$ cat src/rtl/gcd_bm_pkg.sv
// gcd_bm_pkg: widths, word types and register indexes shared by the
// gcd coprocessor bus master, its channel interfaces and its top level.
// No dependencies.
package gcd_bm_pkg;

   localparam int DATA_W         = 32;
   localparam int OFFSET_W       = 8;
   localparam int CSR_INDEX_W    = 3;
   localparam int ADDR_WIDTH_DEF = 32;
   localparam int WORD_BYTES     = 4;

   typedef logic [DATA_W-1:0]      word_type;
   typedef logic [OFFSET_W-1:0]    offset_type;
   typedef logic [CSR_INDEX_W-1:0] csr_index_type;

   // register indexes on the csr channel
   localparam csr_index_type CSR_BASE_ADDRESS  = csr_index_type'(0);
   localparam csr_index_type CSR_OPA_OFFSET    = csr_index_type'(1);
   localparam csr_index_type CSR_OPB_OFFSET    = csr_index_type'(2);
   localparam csr_index_type CSR_START_OFFSET  = csr_index_type'(3);
   localparam csr_index_type CSR_STATUS_OFFSET = csr_index_type'(4);

endpackage

$ cat src/rtl/gcd_bm_req_if.sv
// gcd_bm_req_if: input channel, one word per clock tick of the initiator
// (bus handshakes, response data, fresh operands). Depends on gcd_bm_pkg.
interface gcd_bm_req_if import gcd_bm_pkg::*; ();

   logic     valid;
   logic     ready;
   logic     req_accepted;
   logic     rsp_valid;
   word_type rsp_data;
   word_type fresh_opa;
   word_type fresh_opb;

   modport source (
      output valid, req_accepted, rsp_valid, rsp_data, fresh_opa, fresh_opb,
      input  ready
   );

   modport sink (
      input  valid, req_accepted, rsp_valid, rsp_data, fresh_opa, fresh_opb,
      output ready
   );

endinterface

$ cat src/rtl/gcd_bm_rsp_if.sv
// gcd_bm_rsp_if: result channel, one word per tick with the bus request
// outputs and the display fields. Depends on gcd_bm_pkg.
interface gcd_bm_rsp_if import gcd_bm_pkg::*; ();

   logic     valid;
   logic     ready;
   logic     req_valid;
   logic     req_write;
   word_type req_address;
   word_type req_wdata;
   logic     rsp_ready;
   logic     done_res;
   word_type shown_opa;
   word_type shown_opb;
   word_type shown_gcd;
   word_type iteration_count;
   word_type cycle_count;

   modport source (
      output valid, req_valid, req_write, req_address, req_wdata, rsp_ready,
             done_res, shown_opa, shown_opb, shown_gcd, iteration_count,
             cycle_count,
      input  ready
   );

   modport sink (
      input  valid, req_valid, req_write, req_address, req_wdata, rsp_ready,
             done_res, shown_opa, shown_opb, shown_gcd, iteration_count,
             cycle_count,
      output ready
   );

endinterface

$ cat src/rtl/gcd_bm_csr_if.sv
// gcd_bm_csr_if: register write channel (index and write data).
// Depends on gcd_bm_pkg.
interface gcd_bm_csr_if import gcd_bm_pkg::*; ();

   logic          valid;
   logic          ready;
   csr_index_type index;
   word_type      wdata;

   modport source (
      output valid, index, wdata,
      input  ready
   );

   modport sink (
      input  valid, index, wdata,
      output ready
   );

endinterface

$ cat src/rtl/gcd_coprocessor_bus_master.sv
// gcd_coprocessor_bus_master: command sequencer that drives a memory-mapped
// gcd coprocessor, one input word per tick. Depends on gcd_bm_pkg and the
// gcd_bm_req_if, gcd_bm_rsp_if and gcd_bm_csr_if interfaces.
//
//   channel   direction  handshake     carries
//   req_if    in         valid/ready   bus handshakes, read data, operands
//   rsp_if    out        valid/ready   bus request, display fields
//   csr_if    in         valid/ready   register index, write data
//
// one word per cycle sustained; an accepted word reaches the result through
// the input register, then the result register.
// the phase update and the address add sit between the two registers.
// reset clears the phase, counters and valid flags, and sets the register window to base 0 and offsets 0 to 3.
// a stall on rsp_if holds the result register and, once the input
// register is full too, drops req_if.ready.
// csr_if is always ready; a write to an unlisted index is dropped.
module gcd_coprocessor_bus_master import gcd_bm_pkg::*; #(
   parameter int ADDR_WIDTH = ADDR_WIDTH_DEF
) (
   input  logic         clock,
   input  logic         reset,
   gcd_bm_req_if.sink   req_if,
   gcd_bm_rsp_if.source rsp_if,
   gcd_bm_csr_if.sink   csr_if
);

   // phase codes
   localparam logic [3:0] PH_LOAD     = 4'd0;
   localparam logic [3:0] PH_CMD_A    = 4'd1;
   localparam logic [3:0] PH_RSP_A    = 4'd2;
   localparam logic [3:0] PH_CMD_B    = 4'd3;
   localparam logic [3:0] PH_RSP_B    = 4'd4;
   localparam logic [3:0] PH_CMD_GO   = 4'd5;
   localparam logic [3:0] PH_RSP_GO   = 4'd6;
   localparam logic [3:0] PH_CMD_POLL = 4'd7;
   localparam logic [3:0] PH_RSP_POLL = 4'd8;
   localparam logic [3:0] PH_CMD_RES  = 4'd9;
   localparam logic [3:0] PH_RSP_RES  = 4'd10;
   localparam logic [3:0] PH_SHOW     = 4'd11;

   // address window: byte address kept to ADDR_WIDTH bits, then to a word
   localparam int WORD_SHIFT = $clog2(WORD_BYTES);
   localparam int KEEP_W     = (ADDR_WIDTH < DATA_W) ? ADDR_WIDTH : DATA_W;
   localparam logic [DATA_W:0] MASK_WIDE =
      ({{DATA_W{1'b0}}, 1'b1} << KEEP_W) - {{DATA_W{1'b0}}, 1'b1};
   localparam word_type ADDR_MASK = MASK_WIDE[DATA_W-1:0];

   // register window
   word_type   base_address_ff;
   offset_type opa_offset_ff;
   offset_type opb_offset_ff;
   offset_type start_offset_ff;
   offset_type status_offset_ff;

   // input register
   logic     s1_valid_ff;
   logic     s1_accepted_ff;
   logic     s1_rsp_valid_ff;
   word_type s1_rsp_data_ff;
   word_type s1_fresh_opa_ff;
   word_type s1_fresh_opb_ff;

   // sequencer state
   logic [3:0] phase_ff, phase_in;
   word_type   operand_a_ff, operand_a_in;
   word_type   operand_b_ff, operand_b_in;
   word_type   gcd_value_ff, gcd_value_in;
   word_type   iterations_ff, iterations_in;
   word_type   ticks_ff;

   // result register
   logic     out_valid_ff;
   logic     o_req_valid_ff, o_req_valid_in;
   logic     o_req_write_ff, o_req_write_in;
   word_type o_req_address_ff, o_req_address_in;
   word_type o_req_wdata_ff, o_req_wdata_in;
   logic     o_rsp_ready_ff, o_rsp_ready_in;
   logic     o_done_ff, o_done_in;
   word_type o_shown_opa_ff, o_shown_opa_in;
   word_type o_shown_opb_ff, o_shown_opb_in;
   word_type o_shown_gcd_ff, o_shown_gcd_in;
   word_type o_iter_ff, o_iter_in;
   word_type o_cycle_ff, o_cycle_in;

   logic        step;
   logic        in_ready;
   offset_type  offset_sel;
   logic [DATA_W:0] addr_sum;
   word_type    window_addr;

   // pipeline handshake
   assign step     = s1_valid_ff && (!out_valid_ff || rsp_if.ready);
   assign in_ready = !s1_valid_ff || step;
   assign req_if.ready = in_ready;
   assign csr_if.ready = 1'b1;

   // register window writes
   always_ff @(posedge clock) begin
      if (reset) begin
         base_address_ff  <= '0;
         opa_offset_ff    <= offset_type'(0);
         opb_offset_ff    <= offset_type'(1);
         start_offset_ff  <= offset_type'(2);
         status_offset_ff <= offset_type'(3);
      end else if (csr_if.valid) begin
         case (csr_if.index)
            CSR_BASE_ADDRESS:  base_address_ff  <= csr_if.wdata;
            CSR_OPA_OFFSET:    opa_offset_ff    <= csr_if.wdata[OFFSET_W-1:0];
            CSR_OPB_OFFSET:    opb_offset_ff    <= csr_if.wdata[OFFSET_W-1:0];
            CSR_START_OFFSET:  start_offset_ff  <= csr_if.wdata[OFFSET_W-1:0];
            CSR_STATUS_OFFSET: status_offset_ff <= csr_if.wdata[OFFSET_W-1:0];
            default: ;
         endcase
      end
   end

   // input register
   always_ff @(posedge clock) begin
      if (reset) begin
         s1_valid_ff <= 1'b0;
      end else if (in_ready) begin
         s1_valid_ff <= req_if.valid;
      end
   end

   always_ff @(posedge clock) begin
      if (in_ready && req_if.valid) begin
         s1_accepted_ff  <= req_if.req_accepted;
         s1_rsp_valid_ff <= req_if.rsp_valid;
         s1_rsp_data_ff  <= req_if.rsp_data;
         s1_fresh_opa_ff <= req_if.fresh_opa;
         s1_fresh_opb_ff <= req_if.fresh_opb;
      end
   end

   // register offset for the phase, then base plus word offset
   always_comb begin
      case (phase_ff)
         PH_CMD_B:    offset_sel = opb_offset_ff;
         PH_CMD_GO:   offset_sel = start_offset_ff;
         PH_CMD_POLL: offset_sel = status_offset_ff;
         default:     offset_sel = opa_offset_ff;
      endcase
   end

   assign addr_sum    = {1'b0, base_address_ff}
                      + (DATA_W+1)'({offset_sel, {WORD_SHIFT{1'b0}}});
   assign window_addr = addr_sum[DATA_W-1:0] & ADDR_MASK;

   // moore outputs of the current phase
   always_comb begin
      o_req_valid_in   = 1'b0;
      o_req_write_in   = 1'b0;
      o_req_address_in = '0;
      o_req_wdata_in   = '0;
      o_done_in        = 1'b0;
      case (phase_ff)
         PH_CMD_A: begin
            o_req_valid_in   = 1'b1;
            o_req_write_in   = 1'b1;
            o_req_address_in = window_addr;
            o_req_wdata_in   = operand_a_ff;
         end
         PH_CMD_B: begin
            o_req_valid_in   = 1'b1;
            o_req_write_in   = 1'b1;
            o_req_address_in = window_addr;
            o_req_wdata_in   = operand_b_ff;
         end
         PH_CMD_GO: begin
            o_req_valid_in   = 1'b1;
            o_req_write_in   = 1'b1;
            o_req_address_in = window_addr;
         end
         PH_CMD_POLL, PH_CMD_RES: begin
            o_req_valid_in   = 1'b1;
            o_req_address_in = window_addr;
         end
         PH_SHOW: begin
            o_done_in = 1'b1;
         end
         default: ;
      endcase
      o_rsp_ready_in = phase_ff inside {PH_RSP_A, PH_RSP_B, PH_RSP_GO,
                                        PH_RSP_POLL, PH_RSP_RES};
      o_shown_opa_in = o_done_in ? operand_a_ff  : '0;
      o_shown_opb_in = o_done_in ? operand_b_ff  : '0;
      o_shown_gcd_in = o_done_in ? gcd_value_ff  : '0;
      o_iter_in      = o_done_in ? iterations_ff : '0;
      o_cycle_in     = o_done_in ? ticks_ff      : '0;
   end

   // phase transition for the word in the input register
   always_comb begin
      phase_in      = phase_ff;
      operand_a_in  = operand_a_ff;
      operand_b_in  = operand_b_ff;
      gcd_value_in  = gcd_value_ff;
      iterations_in = iterations_ff;
      case (phase_ff)
         PH_CMD_A:    if (s1_accepted_ff)  phase_in = PH_RSP_A;
         PH_RSP_A:    if (s1_rsp_valid_ff) phase_in = PH_CMD_B;
         PH_CMD_B:    if (s1_accepted_ff)  phase_in = PH_RSP_B;
         PH_RSP_B:    if (s1_rsp_valid_ff) phase_in = PH_CMD_GO;
         PH_CMD_GO:   if (s1_accepted_ff)  phase_in = PH_RSP_GO;
         PH_RSP_GO:   if (s1_rsp_valid_ff) phase_in = PH_CMD_POLL;
         PH_CMD_POLL: if (s1_accepted_ff)  phase_in = PH_RSP_POLL;
         PH_RSP_POLL: begin
            if (s1_rsp_valid_ff) begin
               phase_in = (s1_rsp_data_ff == '0) ? PH_CMD_RES : PH_CMD_POLL;
            end
         end
         PH_CMD_RES:  if (s1_accepted_ff)  phase_in = PH_RSP_RES;
         PH_RSP_RES: begin
            if (s1_rsp_valid_ff) begin
               gcd_value_in = s1_rsp_data_ff;
               phase_in     = PH_SHOW;
            end
         end
         PH_SHOW:     phase_in = PH_LOAD;
         // load state, and any unused code behaves as load
         default: begin
            iterations_in = iterations_ff + 1'b1;
            operand_a_in  = s1_fresh_opa_ff;
            operand_b_in  = s1_fresh_opb_ff;
            phase_in      = PH_CMD_A;
         end
      endcase
   end

   // sequencer state, advanced once per word
   always_ff @(posedge clock) begin
      if (reset) begin
         phase_ff      <= PH_LOAD;
         gcd_value_ff  <= '0;
         iterations_ff <= '0;
         ticks_ff      <= '0;
      end else if (step) begin
         phase_ff      <= phase_in;
         gcd_value_ff  <= gcd_value_in;
         iterations_ff <= iterations_in;
         ticks_ff      <= ticks_ff + 1'b1;
      end
   end

   // operands have no reset value, they are loaded before first use
   always_ff @(posedge clock) begin
      if (step) begin
         operand_a_ff <= operand_a_in;
         operand_b_ff <= operand_b_in;
      end
   end

   // result register
   always_ff @(posedge clock) begin
      if (reset) begin
         out_valid_ff <= 1'b0;
      end else if (step) begin
         out_valid_ff <= 1'b1;
      end else if (rsp_if.ready) begin
         out_valid_ff <= 1'b0;
      end
   end

   always_ff @(posedge clock) begin
      if (step) begin
         o_req_valid_ff   <= o_req_valid_in;
         o_req_write_ff   <= o_req_write_in;
         o_req_address_ff <= o_req_address_in;
         o_req_wdata_ff   <= o_req_wdata_in;
         o_rsp_ready_ff   <= o_rsp_ready_in;
         o_done_ff        <= o_done_in;
         o_shown_opa_ff   <= o_shown_opa_in;
         o_shown_opb_ff   <= o_shown_opb_in;
         o_shown_gcd_ff   <= o_shown_gcd_in;
         o_iter_ff        <= o_iter_in;
         o_cycle_ff       <= o_cycle_in;
      end
   end

   assign rsp_if.valid           = out_valid_ff;
   assign rsp_if.req_valid       = o_req_valid_ff;
   assign rsp_if.req_write       = o_req_write_ff;
   assign rsp_if.req_address     = o_req_address_ff;
   assign rsp_if.req_wdata       = o_req_wdata_ff;
   assign rsp_if.rsp_ready       = o_rsp_ready_ff;
   assign rsp_if.done_res        = o_done_ff;
   assign rsp_if.shown_opa       = o_shown_opa_ff;
   assign rsp_if.shown_opb       = o_shown_opb_ff;
   assign rsp_if.shown_gcd       = o_shown_gcd_ff;
   assign rsp_if.iteration_count = o_iter_ff;
   assign rsp_if.cycle_count     = o_cycle_ff;

   // state only moves when a word leaves the input register
   a_phase_holds: assert property (@(posedge clock) disable iff (reset)
      !step |=> $stable(phase_ff) && $stable(ticks_ff) && $stable(iterations_ff))
      else $error("sequencer state changed without a word");

   // every word advances the tick counter by one
   a_tick_count: assert property (@(posedge clock) disable iff (reset)
      step |=> ticks_ff == $past(ticks_ff) + 1'b1)
      else $error("tick counter skipped or stuck");

   // a load counts one iteration and starts the operand A write
   a_load_step: assert property (@(posedge clock) disable iff (reset)
      step && phase_ff == PH_LOAD |=>
         phase_ff == PH_CMD_A && iterations_ff == $past(iterations_ff) + 1'b1)
      else $error("load step did not start an iteration");

   // input back-pressure only when the input register is held
   a_ready_only_when_full: assert property (@(posedge clock) disable iff (reset)
      !in_ready |-> s1_valid_ff && out_valid_ff && !rsp_if.ready)
      else $error("input stalled with room in the pipeline");

   // a done word carries the display fields, others carry zeros
   a_done_zero: assert property (@(posedge clock) disable iff (reset)
      step && phase_ff != PH_SHOW |=> !o_done_ff && o_shown_gcd_ff == '0)
      else $error("display fields set outside the display state");

endmodule
$ cat src/flat_wrapper.sv
// flat-port wrapper written by rule: the top's interface ports become plain ports
module gcd_coprocessor_bus_master_flat import gcd_bm_pkg::*;
#(
   parameter int ADDR_WIDTH = ADDR_WIDTH_DEF
)
  (clock, reset, req_if_valid, req_if_req_accepted, req_if_rsp_valid, req_if_rsp_data, req_if_fresh_opa, req_if_fresh_opb, req_if_ready, rsp_if_valid, rsp_if_req_valid, rsp_if_req_write, rsp_if_req_address, rsp_if_req_wdata, rsp_if_rsp_ready, rsp_if_done_res, rsp_if_shown_opa, rsp_if_shown_opb, rsp_if_shown_gcd, rsp_if_iteration_count, rsp_if_cycle_count, rsp_if_ready, csr_if_valid, csr_if_index, csr_if_wdata, csr_if_ready);
  gcd_bm_req_if req_if_i ();
  gcd_bm_rsp_if rsp_if_i ();
  gcd_bm_csr_if csr_if_i ();
  input  logic clock;
  input  logic reset;
  input wire logic [$bits(req_if_i.valid)-1:0] req_if_valid;
  input wire logic [$bits(req_if_i.req_accepted)-1:0] req_if_req_accepted;
  input wire logic [$bits(req_if_i.rsp_valid)-1:0] req_if_rsp_valid;
  input wire logic [$bits(req_if_i.rsp_data)-1:0] req_if_rsp_data;
  input wire logic [$bits(req_if_i.fresh_opa)-1:0] req_if_fresh_opa;
  input wire logic [$bits(req_if_i.fresh_opb)-1:0] req_if_fresh_opb;
  output wire logic [$bits(req_if_i.ready)-1:0] req_if_ready;
  output wire logic [$bits(rsp_if_i.valid)-1:0] rsp_if_valid;
  output wire logic [$bits(rsp_if_i.req_valid)-1:0] rsp_if_req_valid;
  output wire logic [$bits(rsp_if_i.req_write)-1:0] rsp_if_req_write;
  output wire logic [$bits(rsp_if_i.req_address)-1:0] rsp_if_req_address;
  output wire logic [$bits(rsp_if_i.req_wdata)-1:0] rsp_if_req_wdata;
  output wire logic [$bits(rsp_if_i.rsp_ready)-1:0] rsp_if_rsp_ready;
  output wire logic [$bits(rsp_if_i.done_res)-1:0] rsp_if_done_res;
  output wire logic [$bits(rsp_if_i.shown_opa)-1:0] rsp_if_shown_opa;
  output wire logic [$bits(rsp_if_i.shown_opb)-1:0] rsp_if_shown_opb;
  output wire logic [$bits(rsp_if_i.shown_gcd)-1:0] rsp_if_shown_gcd;
  output wire logic [$bits(rsp_if_i.iteration_count)-1:0] rsp_if_iteration_count;
  output wire logic [$bits(rsp_if_i.cycle_count)-1:0] rsp_if_cycle_count;
  input wire logic [$bits(rsp_if_i.ready)-1:0] rsp_if_ready;
  input wire logic [$bits(csr_if_i.valid)-1:0] csr_if_valid;
  input wire logic [$bits(csr_if_i.index)-1:0] csr_if_index;
  input wire logic [$bits(csr_if_i.wdata)-1:0] csr_if_wdata;
  output wire logic [$bits(csr_if_i.ready)-1:0] csr_if_ready;
  assign req_if_i.valid = req_if_valid;
  assign req_if_i.req_accepted = req_if_req_accepted;
  assign req_if_i.rsp_valid = req_if_rsp_valid;
  assign req_if_i.rsp_data = req_if_rsp_data;
  assign req_if_i.fresh_opa = req_if_fresh_opa;
  assign req_if_i.fresh_opb = req_if_fresh_opb;
  assign req_if_ready = req_if_i.ready;
  assign rsp_if_valid = rsp_if_i.valid;
  assign rsp_if_req_valid = rsp_if_i.req_valid;
  assign rsp_if_req_write = rsp_if_i.req_write;
  assign rsp_if_req_address = rsp_if_i.req_address;
  assign rsp_if_req_wdata = rsp_if_i.req_wdata;
  assign rsp_if_rsp_ready = rsp_if_i.rsp_ready;
  assign rsp_if_done_res = rsp_if_i.done_res;
  assign rsp_if_shown_opa = rsp_if_i.shown_opa;
  assign rsp_if_shown_opb = rsp_if_i.shown_opb;
  assign rsp_if_shown_gcd = rsp_if_i.shown_gcd;
  assign rsp_if_iteration_count = rsp_if_i.iteration_count;
  assign rsp_if_cycle_count = rsp_if_i.cycle_count;
  assign rsp_if_i.ready = rsp_if_ready;
  assign csr_if_i.valid = csr_if_valid;
  assign csr_if_i.index = csr_if_index;
  assign csr_if_i.wdata = csr_if_wdata;
  assign csr_if_ready = csr_if_i.ready;
  gcd_coprocessor_bus_master #(.ADDR_WIDTH(ADDR_WIDTH)) u_core (.clock(clock), .reset(reset), .req_if(req_if_i), .rsp_if(rsp_if_i), .csr_if(csr_if_i));
endmodule
$ cat config.mk
export PLATFORM = sky130hd
export DESIGN_NAME = gcd_coprocessor_bus_master_flat
export DESIGN_NICKNAME = d
export VERILOG_FILES = /design/src/rtl/gcd_bm_pkg.sv /design/src/rtl/gcd_bm_req_if.sv /design/src/rtl/gcd_bm_rsp_if.sv /design/src/rtl/gcd_bm_csr_if.sv /design/src/rtl/gcd_coprocessor_bus_master.sv /design/src/flat_wrapper.sv
export SDC_FILE = /design/constraint.sdc
export NUM_CORES = 1
export LEC_CHECK = 0
export ABC_AREA = 1
export BUFFER_PORTS_ARGS = -buffer_cell sky130_fd_sc_hd__buf_2
export CAP_MARGIN = 20
export CORE_UTILIZATION = 56
export DETAILED_ROUTE_END_ITERATION = 8
export PLACE_DENSITY = 0.79
export SETUP_SLACK_MARGIN = 0.1
export SYNTH_ARGS = -nofsm -noshare
export SYNTH_HDL_FRONTEND = slang
export SYNTH_SLANG_ARGS = --single-unit
$ cat constraint.sdc
create_clock -name clock -period 4.6 [get_ports clock]
set_input_delay 0.23 -clock clock [delete_from_list [all_inputs] [get_ports clock]]
set_output_delay 0.23 -clock clock [all_outputs]
set_load 0.01 [all_outputs]
==> results by group, run 1 <==
Floorplanning
  • Core ar.: roughly 39000 sq um
  • Number of I/O pins: 369
  • Initial core utilization: 0.572
  • Die width: just over 200 um
  • Row cnt: 72
  • Die Ht: slightly above 200 um
  • Die footprint: roughly 40000 sq um

GRT
  • Gr ovfl total: 0
  • Vias in the first global route: around 17k
  • Pin count of the biggest net entering global routing: 172
  • Initial antenna violation count: 2
  • First-pass GRT wire length: roughly 89 mm
  • GRT Total Usage: 0.280

Critical path
  • Critical Path, Cell by Cell: nand3_1, inv_1, nand2_1, a41oi_1, ha_1, inv_1, fa_1, inv_1, nand3_1, nand3_1, nand2_1, nand2b_1, and2_1, nand2_1, nand2_1, nor2_1
  • Crit start category: register
  • CP Class: register to register
  • Max incr delay on CP: 0.68 ns
  • Cells on worst reg2reg path: 16
  • Worst setup EP type: register
  • CP Buf/Inv Count: 3
  • CP delay by family, top: simple AND/OR/NAND/NOR gates
  • Crit path max fanout: 10
  • Most common cell on crit path: nand2_1
  • FF-to-FF setup slack: ~0.96 ns
  • R2R Path Start: u_core.phase_ff[0]$_SDFFE_PP0P_
  • R2R Path End: u_core.rsp_if.req_address[12]$_SDFFCE_PN0P_
  • Worst path slowest cell: dfxtp_1
  • CP required: about 4.9 ns
  • Critical Path AT: 3.98 ns

Synthesis
  • Xor/xnor share of the synthesized area: 0.00472
  • Cell Area, Synth: ~22000 sq um
  • Syn Inst Count: 2167
  • Compound-cell area share of the yosys netlist: 0.0736
  • Number of synthesized flops with an enable pin: 390
  • Yosys cell types: 46
  • Post-synthesis simple-gate area fraction: 0.179
  • Top cells by area, synth: edfxtp_1, dfxtp_1, nor2_1, nand2_1, inv_1
  • Sequential fraction of the synthesis area: 0.675
  • Largest family of logic cells by synthesized area: simple AND/OR/NAND/NOR gates
  • Synth area leader: edfxtp_1
  • Yosys reg bits: 556
  • Area fraction of the dominant cell type after synthesis: 0.526
  • Mux share of post-synthesis cell area: 0
  • Net Count, Synth: between 2k and 2.5k
  • Async S/R FF share, synth: 0
  • Synth Area in Adders: 0.00821
  • Synthesis Warnings: 0
  • Main synth FF type: edfxtp_1
  • Syn avg cell area: 10.3 sq um

Min path
  • Depth of the worst hold-timing path: 4
  • Hold path endpoint: u_core.opb_offset_ff[0]$_SDFFE_PP1P_
  • Hold/Removal Path Class: primary input to register
  • Worst Min Path Start: csr_if_index[0]

Cells and area
  • Synth-to-Final Area Change: 24.3%
  • NumNets Final: ~2.8k
  • Commonest non-fill, non-tap cell in the layout: nor2_1
  • # fillers: 2758
  • Share of cells above drive strength 1: 0.187
  • Fin cells: about 3.2k
  • Most frequent cells in the layout: nor2_1, edfxtp_1, nand2_1, buf_2, inv_1

Clock network
  • Worst skew pair latency: between 0.6 and 0.7 ns
  • Clock transition at the registers of the reported paths: approximately 0.07 ns
  • Root buf cell: clkbuf_16
  • Num CTS Buffers: 54
  • Post-CTS Repair Setup Buffers: 0
  • CTS tree: done
  • Htree depth: 2
  • Sink Count: around 560
  • CTS Buffer Depth: 3

Route
  • Pre-antenna DRT Iters: 7
  • Starting DRT DRC Count: around 1.2k
  • WL final: 57.3 mm
  • DRC: 0
  • Vias per inst: ~5.3
  • Final ANT Viol Nets: 0
  • Vias: 17.1k
  • Drt wl/cell: between 15 and 20 um

Power
  • Pwr dens: 390 nW/um^2
  • VDD IR max: roughly 0.35 mV
  • Leakage: around 11 nW

Placed design
  • DP Wirelength: approximately 36 mm
  • Global placement routability congestion: ~0.92
  • PortBufs: approximately 370
  • Post-placement cell count: 2995

STA
  • Final Cycle Share: 0.791
  • Final setup violation count: 0
  • RSZ-0062 raised after global routing: no
  • Slew @ Worst Pin: 1.02 ns
  • Final hold slack: 0.0415 ns
  • Worst clock skew: about 0.042 ns
  • Final Slew Violations: 0
  • Fmax: approximately 270 MHz
  • Period minus WS final: between 3 and 4 ns
  • Slew headroom: 0.317
  • Hold Vio Cnt, Final: 0
  • Setup TNS Final: 0 ns

Job
  • Maxcap violations: 0

Status
  • Outcome: finished, final reports clean
==> power breakdown <==
group	leakage, nW	internal (mW)	switching, mW
Combinational	4.69	0.223	0.359
Sequential	5.07	5.55	0.0796
Clock	0.881	2.64	1.94
Total	10.6	8.41	2.37
==> cell usage after synthesis, types with 2 or more instances <==
library cell	number
nand2_1	385
a21oi_1	130
a211oi_1	2
clkbuf_1	36
nand2_2	4
nand4_1	13
a31oi_1	3
o22ai_1	33
nor2_4	8
a41oi_1	5
edfxtp_1	390
buf_6	8
inv_4	2
and2_1	2
nor3_2	3
o21ai_0	120
nand2_4	2
nor3_1	23
nand3_2	9
and3_1	7
buf_4	4
o21ai_1	12
a22oi_1	2
nand3b_1	3
xor2_1	11
nand3_4	3
inv_1	246
buf_2	22
ha_1	13
dfxtp_1	166
nor2_1	417
nand3_1	61
inv_2	4
nor2_2	6
==> how the worst max path moves through the flow <==
stage                                startpoint  cells after the start  slack, ns                                          end
2_1_floorplan  u_core.rsp_if.valid$_SDFFE_PP0P_                      7       0.34             u_core.ticks_ff[19]$_SDFFE_PP0P_
5_1_grt         u_core.phase_ff[0]$_SDFFE_PP0P_                     16       0.59  u_core.rsp_if.req_address[12]$_SDFFCE_PN0P_
3_3_place_gp    u_core.phase_ff[0]$_SDFFE_PP0P_                     16       1.13  u_core.rsp_if.req_address[12]$_SDFFCE_PN0P_
3_5_place_dp    u_core.phase_ff[0]$_SDFFE_PP0P_                     16       1.07  u_core.rsp_if.req_address[12]$_SDFFCE_PN0P_
4_1_cts         u_core.phase_ff[0]$_SDFFE_PP0P_                     16       1.00  u_core.rsp_if.req_address[12]$_SDFFCE_PN0P_
6_report        u_core.phase_ff[0]$_SDFFE_PP0P_                     16       0.96  u_core.rsp_if.req_address[12]$_SDFFCE_PN0P_
==> metrics by stage <==
stage | power (mW) | utilization | cell area [sq um] | worst slack [ns]
detailed placement | 6.21 | 0.630 | 24500 | 1.07
finish | 10.8 | 0.711 | 27700 | 0.963
global placement | 6.20 | 0.630 | 24500 | 1.13
global route | 11.1 | 0.711 | 27700 | 0.591
CTS | 10.8 | 0.711 | 27700 | 1.00
floorplan | 5.98 | - | 22300 | 0.338
==> worst min-delay path: cells and delay by family <==
family / cells / cell delay [ns]
simple gates: 3 / 0.25
buf+inv: 1 / 0.11
==> what timing repair did <==
item	4_1_cts	5_1_grt
hold buffers	132	0
endpoints found under the hold margin	161	0
endpoints found under the setup margin	0	0
resized for setup	0	0
==> cell type report <==
type | count | area (sq um) | area share
clock buffer | 68 | 1450 | 0.0522
sequential | 556 | 15000 | 0.543
clock inverter | 34 | 394 | 0.0142
tap | 518 | 648 | 0.0234
antenna | 2 | 5.00 | 0.000181
multi-input combinational | 1288 | 5920 | 0.214
timing repair buffer | 512 | 3270 | 0.118
inverter | 253 | 965 | 0.0349
==> routing by layer <==
metal | up-vias | wire [um] | track usage
met5 | - | 0 | 0
met4 | 0 | 1920 | 0.110
met3 | 114 | 3850 | 0.0497
met2 | 663 | 28500 | 0.482
met1 | 8146 | 23000 | 0.352
li1 | 8182 | - | -
==> cells by family (layout without fill, tap and decap cells) <==
| kind of cell | count (synthesis) | count (layout) |
|---|---|---|
| simple gates | 951 | 951 |
| buf+inv | 323 | 867 |
| xor+xnor | 12 | 12 |
| flops | 556 | 556 |
| fa+ha+maj | 14 | 14 |
| other cells | 1 | 3 |
| compound gates | 310 | 310 |
Power figures use the tool's default switching activity.
==> inputs of run 2 (changes only) <==
--- a/config.mk
+++ b/config.mk
@@ -8,9 +8,9 @@
 export ABC_AREA = 1
 export BUFFER_PORTS_ARGS = -buffer_cell sky130_fd_sc_hd__buf_2
 export CAP_MARGIN = 20
-export CORE_UTILIZATION = 56
+export CORE_UTILIZATION = 51
 export DETAILED_ROUTE_END_ITERATION = 8
-export PLACE_DENSITY = 0.79
+export PLACE_DENSITY = 0.76
 export SETUP_SLACK_MARGIN = 0.1
 export SYNTH_ARGS = -nofsm -noshare
 export SYNTH_HDL_FRONTEND = slang
==> constraint.sdc (replaced) <==
create_clock -name clock -period 3.3 [get_ports clock]
set_input_delay 0.165 -clock clock [delete_from_list [all_inputs] [get_ports clock]]
set_output_delay 0.165 -clock clock [all_outputs]
set_load 0.01 [all_outputs]
==> run 2 against run 1 <==
Clock-buffer cell count rose by 4. Clock skew fell by 0.0073 ns. Clock power rose by 48%. Cell area rose by 1.7%. Sequential power rose by 39%. Highest routed layer is now met5.
==> results by group, run 2 (same netlist as run 1, synthesis figures left out) <==
Clock network
  • Num CTS Buffers: 56 (was 54)
  • Root buf cell: clkbuf_16 (unchanged)
  • Worst skew pair latency: 0.63 ns (was 0.62 ns)
  • Clock transition at the registers of the reported paths: 0.07 ns (about the same)
  • CTS tree: done (unchanged)
  • Sink Count: 556 (unchanged)
  • CTS Buffer Depth: 3 (unchanged)
  • Htree depth: 2 (unchanged)

Power
  • VDD IR max: 0.469 mV (was 0.351 mV)
  • Leakage: 10.8 nW (was 10.6 nW)
  • Final Power: 15.4 mW (was 10.8 mW)
  • Pwr dens: 549 nW/um^2 (was 390 nW/um^2)

GRT
  • First-pass GRT wire length: 90.4 mm (was 88.7 mm)
  • Pin count of the biggest net entering global routing: 152 (was 172)
  • Vias in the first global route: 17.1k (was 16.8k)
  • Initial antenna violation count: 6 (was 2)
  • Gr ovfl total: 0 (unchanged)
  • GRT Total Usage: 0.262 (was 0.280)

Route
  • Drt wl/cell: 17.6 um (was 17.7 um)
  • DRC: 0 (unchanged)
  • WL final: 58.4 mm (was 57.3 mm)
  • Vias per inst: 5.18 (was 5.29)
  • Starting DRT DRC Count: 1179 (was 1247)
  • Vias: 17.2k (was 17.1k)
  • Pre-antenna DRT Iters: 7 (unchanged)
  • Final ANT Viol Nets: 0 (unchanged)

STA
  • Worst clock skew: 0.0345 ns (was 0.0418 ns)
  • Final Slew Violations: 0 (unchanged)
  • RSZ-0062 raised after global routing: yes (was no)
  • Period minus WS final: 3.05 ns (was 3.64 ns)
  • Final setup violation count: 0 (unchanged)
  • Final Cycle Share: 0.925 (was 0.791)
  • Slew @ Worst Pin: 1.02 ns (about the same)
  • Setup TNS Final: 0 ns (unchanged)
  • Hold Vio Cnt, Final: 0 (unchanged)
  • Fmax: 328 MHz (was 275 MHz)
  • Slew headroom: 0.319 (was 0.317)

Cells and area
  • NumNets Final: 2841 (was 2817)
  • Synth-to-Final Area Change: 26.4% (was 24.3%)
  • Commonest non-fill, non-tap cell in the layout: nor2_1 (unchanged)
  • Most frequent cells in the layout: nor2_1, edfxtp_1, nand2_1, buf_2, inv_1 (unchanged)
  • FF+latch area: 15000 sq um (about the same)
  • # fillers: 3276 (was 2758)
  • Share of cells above drive strength 1: 0.197 (was 0.187)
  • Multi-input gate area: 5940 sq um (was 5920 sq um)

Floorplanning
  • Die width: 211 um (was 201 um)
  • Number of I/O pins: 369 (unchanged)
  • Die footprint: 44500 sq um (was 40600 sq um)
  • Die Ht: 211 um (was 201 um)
  • Core ar.: 43100 sq um (was 38900 sq um)
  • Row cnt: 76 (was 72)
  • Initial core utilization: 0.517 (was 0.572)

Critical path
  • Critical Path AT: 3.41 ns (was 3.98 ns)
  • Worst setup EP type: register (unchanged)
  • CP Class: register to register (unchanged)
  • CP required: 3.66 ns (was 4.94 ns)
  • Crit path max fanout: 10 (unchanged)
  • Crit start category: register (unchanged)

Job
  • Maxcap violations: 0 (unchanged)

Status
  • Outcome: finished, final reports clean (unchanged)

Placed design
  • Global placement routability congestion: 0.921 (was 0.916)
  • DP Wirelength: 37.8 mm (was 36.4 mm)
  • PortBufs: 367 (unchanged)

Min path
  • Hold/Removal Path Class: primary input to register (unchanged)
run 2: where the power goes:
part	internal [mW]	switching [mW]	leakage, nW
combinational	0.324	0.512	4.81
clock	3.96	2.80	0.954
sequential	7.74	0.111	5.07
total	12.0	3.42	10.8
run 2: worst paths after layout:
path | startpoint | endpoint | slack, ns | cells past startpoint
max reg2reg | u_core.phase_ff[3]$_SDFFE_PP0P_ | u_core.rsp_if.req_address[10]$_SDFFCE_PN0P_ | 0.25 | 14
max | u_core.phase_ff[3]$_SDFFE_PP0P_ | u_core.rsp_if.req_address[10]$_SDFFCE_PN0P_ | 0.25 | 14
min reg2reg | u_core.s1_fresh_opb_ff[17]$_DFFE_PP_ | u_core.operand_b_ff[17]$_DFFE_PP_ | 0.41 | 0
min | reset | u_core.iterations_ff[24]$_SDFFE_PP0P_ | 0.22 | 3
run 2: cell type report:
type,count,area share
flip-flops and latches,556,0.534
multi-input cells,1288,0.211
repair buffers,534,0.124
clock buffers,72,0.0549
inverters,253,0.0345
well taps,585,0.0260
clock inverters,33,0.0151
diodes,5,0.000445
run 2: routing by layer:
metal,vias up,track usage,routed length [um]
li1,8243,-,-
met1,8171,0.323,23100
met2,685,0.451,29300
met3,120,0.0596,4280
met4,2,0.0957,1770
met5,-,0,13
run 2: worst max-delay path: stages, from the launching register on:
cell and delay (ns):
dfxtp_1 0.33, inv_1 0.09, ha_2 0.25, nand3_2 0.14, nand3_4 0.18, buf_4 0.19
nor2_1 0.06, a41oi_1 0.30, ha_1 0.36, a21oi_2 0.20, o21ai_1 0.11, nand2b_1 0.20
buf_4 0.18, o21ai_0 0.14, a21oi_1 0.06
run 2: metrics by stage:
stage               area, sq um  instances  utilization  setup slack, ns  hold WS, ns
global route              28100       3325        0.653           0.0527        0.215
detailed placement        24700       3076        0.574           0.0536        0.343
floorplan                 22300       2167            -            0.230        0.264
CTS                       28100       3318        0.652            0.103        0.188
finish                    28100       3326        0.653            0.248        0.225
global placement          24700       3076        0.574            0.214        0.343
run 2: timing repair:
item	4_1_cts	5_1_grt
setup endpoints to repair	2	82
gates resized for setup	1	9
hold buffers	137	0
hold endpoints to repair	164	0
buffers inserted	0	3
pin swaps	0	0
==> inputs of run 3 (changes only) <==
--- a/config.mk
+++ b/config.mk
@@ -8,9 +8,11 @@
 export ABC_AREA = 1
 export BUFFER_PORTS_ARGS = -buffer_cell sky130_fd_sc_hd__buf_2
 export CAP_MARGIN = 20
-export CORE_UTILIZATION = 51
+export CELL_PAD_IN_SITES_DETAIL_PLACEMENT = 1
+export CELL_PAD_IN_SITES_GLOBAL_PLACEMENT = 2
+export CORE_UTILIZATION = 32
 export DETAILED_ROUTE_END_ITERATION = 8
-export PLACE_DENSITY = 0.76
+export PLACE_DENSITY_LB_ADDON = 0.1
 export SETUP_SLACK_MARGIN = 0.1
 export SYNTH_ARGS = -nofsm -noshare
 export SYNTH_HDL_FRONTEND = slang
==> constraint.sdc (replaced) <==
create_clock -name clock -period 3.3 [get_ports clock]
set_input_delay 0.66 -clock clock [delete_from_list [all_inputs] [get_ports clock]]
set_output_delay 0.66 -clock clock [all_outputs]
set_load 0.01 [all_outputs]
==> run 3 against run 2 <==
Flip-flop and latch count unchanged. Clock power is 9.0% higher. Largest cell class unchanged. Worst hold slack lost 0.0086 ns. Cell area is 1.9% lower.
==> results by group, run 3 (same netlist as run 1, synthesis figures left out) <==
STA
  • Period minus WS final: 2.98 ns (was 3.05 ns)
  • RSZ-0062 raised after global routing: no (was yes)
  • Final hold slack: 0.216 ns (was 0.225 ns)
  • Worst clock skew: 0.0267 ns (was 0.0345 ns)
  • Final Slew Violations: 0 (unchanged)
  • Setup TNS Final: 0 ns (unchanged)
  • Slew headroom: 0.355 (was 0.319)
  • Final Cycle Share: 0.902 (was 0.925)
  • Hold Vio Cnt, Final: 0 (unchanged)
  • Fmax: 336 MHz (was 328 MHz)
  • Final setup violation count: 0 (unchanged)
  • Slew @ Worst Pin: 0.967 ns (was 1.02 ns)

Cells and area
  • NumNets Final: 2728 (was 2841)
  • Final instance area: 27600 sq um (was 28100 sq um)
  • Synth-to-Final Area Change: 24.1% (was 26.4%)
  • Most frequent cells in the layout: nor2_1, edfxtp_1, nand2_1, buf_2, inv_1 (unchanged)
  • Commonest non-fill, non-tap cell in the layout: nor2_1 (unchanged)
  • Share of cells above drive strength 1: 0.215 (was 0.197)
  • Core Util, Final: 0.402 (was 0.653)

Critical path
  • Critical Path AT: 3.32 ns (was 3.41 ns)
  • Levels on crit path: 18 (was 14)
  • Critical Path, Cell by Cell: inv_1, ha_2, nand3_2, inv_1, nand2_1, a41oi_1, ha_1, inv_1, fa_1, inv_1, nand3_1, nand3_2, nand2_1, nand2b_1, buf_4, nand3_1, nand2_1, a21oi_1 (was inv_1, ha_2, nand3_2, nand3_4, buf_4, nor2_1, a41oi_1, ha_1, a21oi_2, o21ai_1, nand2b_1, buf_4, o21ai_0, a21oi_1)
  • Worst setup EP type: register (unchanged)
  • R2R Path End: u_core.rsp_if.req_address[28]$_SDFFCE_PN0P_ (was u_core.rsp_if.req_address[10]$_SDFFCE_PN0P_)
  • CP delay by family, top: adder cells (was compound AO/OA/AOI/OAI gates)
  • FF-to-FF setup slack: 0.32 ns (was 0.25 ns)
  • Worst path slowest cell: fa_1 (was ha_1)
  • Cells on worst reg2reg path: 18 (was 14)
  • Crit start category: register (unchanged)
  • CP Class: register to register (unchanged)
  • Max incr delay on CP: 0.39 ns (was 0.36 ns)
  • CP required: 3.64 ns (was 3.66 ns)
  • Crit path max fanout: 5 (was 10)
  • Critical path origin: u_core.phase_ff[3]$_SDFFE_PP0P_ (unchanged)
  • CP Buf/Inv Count: 5 (was 3)
  • R2R Path Start: u_core.phase_ff[3]$_SDFFE_PP0P_ (unchanged)
  • Most common cell on crit path: inv_1 (was buf_4)
  • Critical path endpoint: u_core.rsp_if.req_address[28]$_SDFFCE_PN0P_ (was u_core.rsp_if.req_address[10]$_SDFFCE_PN0P_)

Route
  • Vias: 16.4k (was 17.2k)
  • Vias per inst: 4.61 (was 5.18)
  • Pre-antenna DRT Iters: 4 (was 7)
  • Final ANT Viol Nets: 0 (unchanged)
  • DRC: 0 (unchanged)
  • WL final: 65.5 mm (was 58.4 mm)
  • Drt wl/cell: 18.4 um (was 17.6 um)
  • Starting DRT DRC Count: 729 (was 1179)

GRT
  • Gr ovfl total: 0 (unchanged)
  • GRT Total Usage: 0.184 (was 0.262)
  • Pin count of the biggest net entering global routing: 132 (was 152)
  • First-pass GRT wire length: 99.9 mm (was 90.4 mm)
  • Vias in the first global route: 17.2k (was 17.1k)
  • Initial antenna violation count: 10 (was 6)

Placed design
  • PortBufs: 367 (unchanged)
  • Area after DPL: 25300 sq um (was 24700 sq um)
  • DP Wirelength: 46.2 mm (was 37.8 mm)
  • Global placement routability congestion: 0.835 (was 0.921)

Floorplanning
  • Core ar.: 68700 sq um (was 43100 sq um)
  • Die width: 266 um (was 211 um)
  • Number of I/O pins: 369 (unchanged)
  • Die Ht: 266 um (was 211 um)
  • Initial core utilization: 0.324 (was 0.517)
  • Row cnt: 96 (was 76)
  • Die footprint: 70600 sq um (was 44500 sq um)

Clock network
  • Num CTS Buffers: 66 (was 56)
  • Htree depth: 3 (was 2)
  • CTS Buffer Depth: 3 (unchanged)
  • CTS tree: done (unchanged)
  • Sink Count: 556 (unchanged)
  • Root buf cell: clkbuf_16 (unchanged)
  • Clock transition at the registers of the reported paths: 0.06 ns (was 0.07 ns)
  • Worst skew pair latency: 0.62 ns (was 0.63 ns)

Min path
  • Hold/Removal Path Class: primary input to register (unchanged)

Power
  • VDD IR max: 0.514 mV (was 0.469 mV)
  • Leakage: 10.5 nW (was 10.8 nW)
  • Pwr dens: 578 nW/um^2 (was 549 nW/um^2)
  • Final Power: 16.0 mW (was 15.4 mW)

Job
  • Maxcap violations: 0 (unchanged)

Status
  • Outcome: finished, final reports clean (unchanged)
-- run 3: cell types whose count changed in the layout (fill, tap and decap cells not counted), moves of 3 or more --
| cell | change |
|---|---|
| buf_12 | +5 |
| buf_4 | +9 |
| clkbuf_1 | +3 |
| clkbuf_16 | +8 |
| clkinv_16 | +4 |
| clkinv_2 | +5 |
| diode_2 | -3 |
| dlygate4sd3_1 | -137 |
-- run 3: how the worst min path moves through the flow --
stage                                           endpoint                            startpoint  depth (start not counted)
finish              u_core.s1_fresh_opa_ff[30]$_DFFE_PP_                  req_if_fresh_opa[30]                          1
global route        u_core.s1_fresh_opa_ff[16]$_DFFE_PP_                  req_if_fresh_opa[16]                          1
CTS                  u_core.s1_rsp_data_ff[27]$_DFFE_PP_                   req_if_rsp_data[27]                          1
detailed placement     u_core.operand_b_ff[30]$_DFFE_PP_  u_core.s1_fresh_opb_ff[30]$_DFFE_PP_                          0
global placement       u_core.operand_a_ff[18]$_DFFE_PP_  u_core.s1_fresh_opa_ff[18]$_DFFE_PP_                          0
floorplan               u_core.operand_a_ff[0]$_DFFE_PP_   u_core.s1_fresh_opa_ff[0]$_DFFE_PP_                          0
-- run 3: report_power, final --
part | internal, mW | total, mW | switching [mW]
Clock | 4.32 | 7.37 | 3.06
Sequential | 7.74 | 7.85 | 0.105
Combinational | 0.236 | 0.735 | 0.499
-- run 3: through the flow --
| step | instances | setup WS, ns |
|---|---|---|
| 2_1_floorplan | 2167 | 0.230 |
| 3_3_place_gp | 3436 | 0.149 |
| 3_5_place_dp | 3436 | 0.0187 |
| 4_1_cts | 3560 | 0.104 |
| 5_1_grt | 3562 | 0.106 |
| 6_report | 3562 | 0.324 |
-- run 3: layout make-up --
cell class	count	area, sq um
fill	7811	41100
sequential	556	15000
multi-input combinational	1288	5940
timing repair buffer	411	2280
clock buffer	83	1760
tap	931	1160
inverter	253	966
clock inverter	38	469
antenna	2	5.00
-- run 3: layer usage --
metal,routed length (um),share of wire,global-route usage
met4,1920,0.029,0.0668
met1,28400,0.43,0.228
met5,57,0.00087,0
met3,3230,0.049,0.0449
met2,31900,0.49,0.312
-- run 3: timing repair --
action | CTS | global route
hold buffers | 0 | 0
gates resized for setup | 1 | 7
pin swaps | 1 | 0
hold endpoints to repair | 0 | 0
setup endpoints to repair | 8 | 22
buffers inserted | 3 | 0
